--- src/design/spq_pkg.sv ---
// Shared types and constants for the sorted priority queue.
package spq_pkg;

    localparam int SPQ_DEPTH     = 16;
    localparam int SPQ_KEY_WIDTH = 16;

    localparam int IN_KEY_W   = 16;
    localparam int FRONT_W    = 16;
    localparam int ECOUNT_W   = 5;
    localparam int STATUS_W   = 2;
    localparam int IN_DATA_W  = 16;
    localparam int OUT_DATA_W = 24;

    localparam logic CMD_INSERT = 1'b0;
    localparam logic CMD_REMOVE = 1'b1;

    localparam logic [STATUS_W-1:0] ST_OK        = 2'd0;
    localparam logic [STATUS_W-1:0] ST_UNDERFLOW = 2'd1;
    localparam logic [STATUS_W-1:0] ST_OVERFLOW  = 2'd2;

    typedef enum logic [0:0] {
        S_IDLE,
        S_EXEC
    } t_state;

    // controller -> datapath
    typedef struct packed {
        logic capture;
        logic execute;
    } t_dp_cmd;

    // datapath -> controller
    typedef struct packed {
        logic out_free;
    } t_dp_stat;

endpackage

--- src/design/spq_ctrl.sv ---
// Sequencer: takes a command, then runs it once the result register is free.
module spq_ctrl
    import spq_pkg::*;
(
    input  logic     i_clk,
    input  logic     i_rst_n,
    input  logic     i_in_valid,
    input  t_dp_stat i_stat,
    output logic     o_in_ready,
    output t_dp_cmd  o_cmd
);

    t_state r_state;
    t_state n_state;

    always_ff @(posedge i_clk) begin
        if (!i_rst_n) begin
            r_state <= S_IDLE;
        end else begin
            r_state <= n_state;
        end
    end

    always_comb begin
        n_state = r_state;
        case (r_state)
            S_IDLE: begin
                if (i_in_valid) begin
                    n_state = S_EXEC;
                end
            end
            S_EXEC: begin
                if (i_stat.out_free) begin
                    n_state = S_IDLE;
                end
            end
            default: begin
                n_state = S_IDLE;
            end
        endcase
    end

    always_comb begin
        o_in_ready    = 1'b0;
        o_cmd.capture = 1'b0;
        o_cmd.execute = 1'b0;
        case (r_state)
            S_IDLE: begin
                o_in_ready    = 1'b1;
                o_cmd.capture = i_in_valid;
            end
            S_EXEC: begin
                o_cmd.execute = i_stat.out_free;
            end
            default: begin
                o_in_ready = 1'b0;
            end
        endcase
    end

endmodule

--- src/design/spq_datapath.sv ---
// Row of compare-and-shift key cells, count register and result register.
module spq_datapath
    import spq_pkg::*;
#(
    parameter int DEPTH     = SPQ_DEPTH,
    parameter int KEY_WIDTH = SPQ_KEY_WIDTH
) (
    input  logic                i_clk,
    input  logic                i_rst_n,
    input  t_dp_cmd             i_cmd,
    output t_dp_stat            o_stat,
    input  logic                i_command,
    input  logic [IN_KEY_W-1:0] i_key,
    input  logic                i_out_ready,
    output logic                o_out_valid,
    output logic [FRONT_W-1:0]  o_front_key,
    output logic [ECOUNT_W-1:0] o_entry_count,
    output logic                o_empty_flag,
    output logic                o_full_flag,
    output logic [STATUS_W-1:0] o_status
);

    localparam int CNT_W = $clog2(DEPTH + 1);

    logic                 r_cmd;
    logic [KEY_WIDTH-1:0] r_key;
    logic [CNT_W-1:0]     r_count;
    logic [CNT_W-1:0]     n_count;
    logic [KEY_WIDTH-1:0] r_keys [DEPTH];
    logic [KEY_WIDTH-1:0] n_keys [DEPTH];

    logic [DEPTH-1:0]     w_valid;
    logic [DEPTH-1:0]     w_gt;
    logic [DEPTH-1:0]     w_prev_gt;
    logic [KEY_WIDTH-1:0] w_prev_key [DEPTH];
    logic [KEY_WIDTH-1:0] w_next_key [DEPTH];

    logic                 w_full;
    logic                 w_empty;
    logic                 w_do_ins;
    logic                 w_do_rem;
    logic [STATUS_W-1:0]  n_status;
    logic [FRONT_W-1:0]   n_front;

    logic                 r_out_valid;
    logic [FRONT_W-1:0]   r_front;
    logic [ECOUNT_W-1:0]  r_ecount;
    logic                 r_empty;
    logic                 r_full;
    logic [STATUS_W-1:0]  r_status;

    // per-cell compare and neighbor wiring
    for (genvar g = 0; g < DEPTH; g++) begin : g_cell
        assign w_valid[g] = (CNT_W'(g) < r_count);
        assign w_gt[g]    = w_valid[g] && (r_keys[g] > r_key);
        if (g == 0) begin : g_first
            assign w_prev_gt[g]  = 1'b0;
            assign w_prev_key[g] = r_key;
        end else begin : g_mid
            assign w_prev_gt[g]  = w_gt[g-1];
            assign w_prev_key[g] = r_keys[g-1];
        end
        if (g == DEPTH - 1) begin : g_last
            assign w_next_key[g] = r_keys[g];
        end else begin : g_inner
            assign w_next_key[g] = r_keys[g+1];
        end
    end

    assign w_full   = (r_count == CNT_W'(DEPTH));
    assign w_empty  = (r_count == '0);
    assign w_do_ins = (r_cmd == CMD_INSERT) && !w_full;
    assign w_do_rem = (r_cmd == CMD_REMOVE) && !w_empty;

    always_comb begin
        for (int i = 0; i < DEPTH; i++) begin
            n_keys[i] = r_keys[i];
            if (w_do_ins) begin
                if (w_prev_gt[i]) begin
                    n_keys[i] = w_prev_key[i];
                end else if (w_gt[i] || !w_valid[i]) begin
                    n_keys[i] = r_key;
                end
            end else if (w_do_rem) begin
                n_keys[i] = w_next_key[i];
            end
        end
    end

    always_comb begin
        n_count  = r_count;
        n_status = ST_OK;
        if (w_do_ins) begin
            n_count = r_count + CNT_W'(1);
        end else if (w_do_rem) begin
            n_count = r_count - CNT_W'(1);
        end
        if ((r_cmd == CMD_INSERT) && w_full) begin
            n_status = ST_OVERFLOW;
        end else if ((r_cmd == CMD_REMOVE) && w_empty) begin
            n_status = ST_UNDERFLOW;
        end
        n_front = (n_count != '0) ? FRONT_W'(n_keys[0]) : '0;
    end

    always_ff @(posedge i_clk) begin
        if (!i_rst_n) begin
            r_count     <= '0;
            r_out_valid <= 1'b0;
        end else begin
            if (i_cmd.execute) begin
                r_count     <= n_count;
                r_out_valid <= 1'b1;
            end else if (i_out_ready) begin
                r_out_valid <= 1'b0;
            end
        end
    end

    always_ff @(posedge i_clk) begin
        if (i_cmd.capture) begin
            r_cmd <= i_command;
            r_key <= KEY_WIDTH'(i_key);
        end
        if (i_cmd.execute) begin
            for (int i = 0; i < DEPTH; i++) begin
                r_keys[i] <= n_keys[i];
            end
            r_front  <= n_front;
            r_ecount <= ECOUNT_W'(n_count);
            r_empty  <= (n_count == '0);
            r_full   <= (n_count == CNT_W'(DEPTH));
            r_status <= n_status;
        end
    end

    assign o_stat.out_free = !r_out_valid || i_out_ready;
    assign o_out_valid     = r_out_valid;
    assign o_front_key     = r_front;
    assign o_entry_count   = r_ecount;
    assign o_empty_flag    = r_empty;
    assign o_full_flag     = r_full;
    assign o_status        = r_status;

endmodule

--- src/design/sorted_priority_queue.sv ---
// Sorted priority queue: top level joining the sequencer and the key-cell datapath.
//
// Holds up to DEPTH keys of KEY_WIDTH bits in ascending order in a row of
// compare-and-shift cells. Each slave transfer carries one command: insert
// (key goes after every stored key that is less than or equal to it) or
// remove (smallest key dropped). Every command yields exactly one master
// transfer with the smallest key after the command (0 when empty), the
// count, the empty and full flags and a status: ok, underflow on a remove
// from an empty queue (no change), or overflow on an insert into a full
// queue (key dropped). A command has a capture step and an execute step
// in which all cells compare against the key in parallel and shift by one
// place. The sequencer holds the execute step while the previous result
// still waits in the output register, and takes no new command until the
// current one has executed. The next command is accepted while a finished
// result waits. Key cells have no reset and no clearing pass; only slots
// below the count are used.
module sorted_priority_queue
    import spq_pkg::*;
#(
    parameter int DEPTH     = SPQ_DEPTH,
    parameter int KEY_WIDTH = SPQ_KEY_WIDTH
) (
    input  logic                  i_clk,
    input  logic                  i_rst_n,
    input  logic                  s_axis_tvalid,
    output logic                  s_axis_tready,
    input  logic [IN_DATA_W-1:0]  s_axis_tdata,   // [15:0] key
    input  logic                  s_axis_tuser,   // [0] command (0 insert, 1 remove)
    output logic                  m_axis_tvalid,
    input  logic                  m_axis_tready,
    output logic [OUT_DATA_W-1:0] m_axis_tdata,   // [15:0] front_key, [20:16] entry_count,
                                                  // [21] empty_flag, [22] full_flag, [23] zero
    output logic [STATUS_W-1:0]   m_axis_tuser    // [1:0] status
);

    t_dp_cmd  w_cmd;
    t_dp_stat w_stat;

    logic [FRONT_W-1:0]  w_front_key;
    logic [ECOUNT_W-1:0] w_entry_count;
    logic                w_empty_flag;
    logic                w_full_flag;

    spq_ctrl u_ctrl (
        .i_clk      (i_clk),
        .i_rst_n    (i_rst_n),
        .i_in_valid (s_axis_tvalid),
        .i_stat     (w_stat),
        .o_in_ready (s_axis_tready),
        .o_cmd      (w_cmd)
    );

    spq_datapath #(
        .DEPTH     (DEPTH),
        .KEY_WIDTH (KEY_WIDTH)
    ) u_datapath (
        .i_clk         (i_clk),
        .i_rst_n       (i_rst_n),
        .i_cmd         (w_cmd),
        .o_stat        (w_stat),
        .i_command     (s_axis_tuser),
        .i_key         (s_axis_tdata[IN_KEY_W-1:0]),
        .i_out_ready   (m_axis_tready),
        .o_out_valid   (m_axis_tvalid),
        .o_front_key   (w_front_key),
        .o_entry_count (w_entry_count),
        .o_empty_flag  (w_empty_flag),
        .o_full_flag   (w_full_flag),
        .o_status      (m_axis_tuser)
    );

    // result fields packed from bit 0 up, padded to whole bytes
    assign m_axis_tdata = {1'b0, w_full_flag, w_empty_flag, w_entry_count, w_front_key};

endmodule

--- config.mk ---
export PLATFORM = sky130hd
export DESIGN_NAME = sorted_priority_queue
export DESIGN_NICKNAME = d
export VERILOG_FILES = /design/src/design/spq_pkg.sv /design/src/design/spq_ctrl.sv /design/src/design/spq_datapath.sv /design/src/design/sorted_priority_queue.sv
export SDC_FILE = /design/constraint.sdc
export NUM_CORES = 1
export LEC_CHECK = 0
export BUFFER_PORTS_ARGS = -buffer_cell sky130_fd_sc_hd__buf_2
export CORE_MARGIN = 1
export CORE_UTILIZATION = 65
export DETAILED_ROUTE_END_ITERATION = 10
export HOLD_SLACK_MARGIN = 0.03
export PLACE_DENSITY_LB_ADDON = 0.08
export REMOVE_ABC_BUFFERS = 1
export SLEW_MARGIN = 20
export SYNTH_ARGS = -nofsm -noshare
export SYNTH_HDL_FRONTEND = slang
export SYNTH_SLANG_ARGS = --single-unit
--- constraint.sdc ---
create_clock -name i_clk -period 13.9 [get_ports i_clk]
set_input_delay 2.78 -clock i_clk [delete_from_list [all_inputs] [get_ports i_clk]]
set_output_delay 2.78 -clock i_clk [all_outputs]
set_load 0.005 [all_outputs]
==> impl_metrics.py <==
metrics = {
    "synth": {
        "synth.yosys.seq_area_share": 0.4232,
        "syn_area_sq_um": 21470,
        "synth_ff_type": "edfxtp_1",
        "synthCells": 2137,
        "synth-seq-cells": 305,
        "synth_edf_count": 298,
        "async_flop_share": 0,
        "ys.warnings.count": 0,
        "avgSynthCellArea_sq_um": 10.05,
        "synthDistinctLibCells": 64,
    },
    "timing": {
        "rsz0062_at_grt": "no",
        "timing.final.crit_share": 0.3644,
        "fmax_ghz": 0.1974,
        "setup-violations-final": 0,
        "fin_crit_ns": 5.065,
        "finClkSkew_ns": 0.01509,
        "hold_viol": 0,
        "final.setup.tns_ns": 0,
        "worst_pin_slew_ns": 1.313,
        "slew_violations": 0,
        "max-slew-margin-rel": 0.1213,
    },
    "power_and_ir_drop": {
        "ir_drop_uv": 108.6,
        "power_density_nw_per_um2": 113.4,
        "p_total_uw": 2641,
        "power_leakage_uw": 0.008727,
    },
    "clock_network": {
        "clkTransAtPathRegs_ns": 0.06,
        "postCtsHoldBufs": 0,
        "htree_levels": 2,
        "insertion_delay_ns": 0.54,
        "clock_sinks": 305,
        "cts_buffers": 36,
        "cts-root-buf": "clkbuf_16",
        "clock_path_buffers": 3,
        "cts_tree": "yes",
        "ctsResizeCount": 0,
        "postCtsSetupBuffers": 0,
    },
    "routing": {
        "drt-total-wl_mm": 72.57,
        "drc": 0,
        "route.detailed.wl_per_inst_um": 27.84,
        "vias": 18740,
        "ant_nets": 0,
        "dr.first_iter.drc_count": 2195,
        "dr.pass1.iters": 6,
        "via_per_inst": 7.190,
    },
    "die": {
        "fp.dieW_um": 183.8,
        "initial_core_util": 0.6600,
        "die_area_sq_um": 33770,
        "rows": 66,
        "die_y_um": 183.8,
        "core_sq_um": 32540,
        "num_io_pins": 49,
    },
    "critical_path": {
        "setup.worst_path.start_class": "flop",
        "endpoint_kind": "flop",
        "critPathMaxFanout": 20,
        "crit_arrival_ns": 5.31,
        "criticalPathCategory": "reg2reg",
        "cp.required_ns": 14.14,
    },
    "cells_and_area": {
        "nNetsFinal": 2421,
        "register_area_sq_um": 9089,
        "antennaDiodeCount": 0,
        "multiInputGateArea_sq_um": 11640,
        "layout.cells.non_filler": 2607,
        "layout-drive-gt1-share": 0.08961,
        "fillCellCount": 2455,
        "syn_to_final_growth_pct": 8.477,
    },
    "global_routing": {
        "antenna_found_initial": 1,
        "grt_pass1_vias": 18180,
        "grt.overflow.total": 0,
        "grt_max_degree": 214,
        "grt_pass1_wl_mm": 107.7,
        "grt.total_usage": 0.4318,
    },
    "run": {
        "drv_cap": 0,
    },
    "placed_design": {
        "place.gp.congestion": 0.9578,
        "place_inst": 2544,
        "hpwl_mm": 49.89,
        "io_buffer_count": 47,
    },
    "hold_path": {
        "hold_class": "reg2reg",
    },
    "run_status": {
        "status": "finished clean",
    },
}
synthesized netlist by cell type, drive strengths merged (11+ instances only):
| master | count | area share |
|---|---|---|
| nor3 | 79 | 0.018 |
| a221o | 79 | 0.037 |
| clkbuf | 77 | 0.013 |
| ha | 259 | 0.15 |
| a31oi | 23 | 0.0067 |
| buf | 58 | 0.014 |
| nor2 | 186 | 0.033 |
| edfxtp | 298 | 0.42 |
| nand4 | 53 | 0.015 |
| mux2i | 137 | 0.064 |
| a21boi | 18 | 0.0063 |
| nand2 | 185 | 0.032 |
| o221ai | 23 | 0.0094 |
| inv | 64 | 0.011 |
| a21oi | 263 | 0.062 |
| o211ai | 29 | 0.010 |
| o21a | 13 | 0.0045 |
| and3 | 22 | 0.0064 |
| nand3 | 65 | 0.015 |
| o21ai | 49 | 0.011 |
| or4 | 11 | 0.0038 |
| mux2 | 16 | 0.0084 |
cell type report:
class | instances | share of cell area
multi-input combinational | 1633 | 0.4998
sequential | 305 | 0.3902
clock buffer | 42 | 0.04055
timing repair buffer | 101 | 0.02820
tap | 442 | 0.02374
inverter | 64 | 0.01031
clock inverter | 20 | 0.007197
through the flow:
step                      setup slack [ns]    util  hold WS, ns  cell area, sq um
final                                8.835  0.7160       0.5364             23290
after global placement               9.191  0.6806       0.5173             22140
after global routing                 8.754  0.7160       0.5550             23290
after floorplan                     -8.019       -       0.4797             20880
after detailed placement             9.147  0.6807       0.5167             22150
after CTS                            9.120  0.7149       0.5307             23260
critical path, stage by stage, from the launching register on:
cell and delay, ns:
edfxtp_1 0.98, inv_1 0.74, ha_1 0.55, nand2_1 0.07, nor4_1 0.41, o21ai_1 0.17
and4b_1 0.47, buf_4 0.32, o21ai_1 0.84, o211ai_1 0.20
report_power, final:
group	switching, uW	internal, uW	total (uW)
Sequential	70.6	1100	1170
Combinational	357	196	553
Clock	393	526	919
kinds of logic after synthesis:
group	share of synthesized area
multiplexers	0.07225
AND/OR/NAND/NOR	0.1428
adder cells (fa/ha/maj)	0.1509
AO/OA/AOI/OAI	0.1699
XOR/XNOR	0.002039
buffers and inverters	0.03875
other	0.0001746
flip-flops	0.4232
cells in the final DEF, fill, tap and decap left out, types with 7 or more instances in the layout:
cell / n
and2_1: 10
a31oi_1: 22
nand2b_1: 8
mux2i_1: 137
nor2_1: 182
o221ai_1: 23
o211ai_1: 29
or4_1: 11
o21ai_0: 45
and3_1: 22
edfxtp_1: 298
ha_1: 259
buf_2: 47
inv_1: 64
nor3_1: 79
nor2b_1: 7
a221o_1: 79
buf_4: 52
clkbuf_16: 37
dfxtp_1: 7
o22ai_1: 7
and4_1: 7
nand4_1: 53
a21oi_1: 256
a2bb2oi_1: 7
nand3_1: 65
o21a_1: 13
nor4_1: 10
a221oi_1: 10
a21boi_0: 16
a21o_1: 10
mux2_2: 16
nand2_1: 185
worst paths after layout:
path	start	to	slack, ns	cells past startpoint
min reg2reg	u_ctrl.r_state	u_datapath.o_out_valid	0.54	1
max	u_datapath.r_key[9]	u_datapath.r_keys[0][15]	8.83	9
min	u_ctrl.r_state	u_datapath.o_out_valid	0.54	1
max reg2reg	u_datapath.r_key[9]	u_datapath.r_keys[0][15]	8.83	9
metal layers:
layer  up-vias  wire, um  GRT usage  share of wire
li1       8262         -          -              -
met5         -         0          0              0
met4         0      5635     0.3043          0.078
met2      1211     31830     0.6586           0.44
met3       328      8323     0.1197           0.11
met1      8943     26780     0.5299           0.37
registers in the layout (all words and copies together) (netlist names):
signal,cells
u_ctrl.r_state,1
u_datapath.o_empty_flag,1
u_datapath.o_entry_count,5
u_datapath.o_front_key,16
u_datapath.o_full_flag,1
u_datapath.o_out_valid,1
u_datapath.o_status,2
u_datapath.r_cmd,1
u_datapath.r_count,5
u_datapath.r_key,16
u_datapath.r_keys,256
Power figures use the tool's default switching activity.
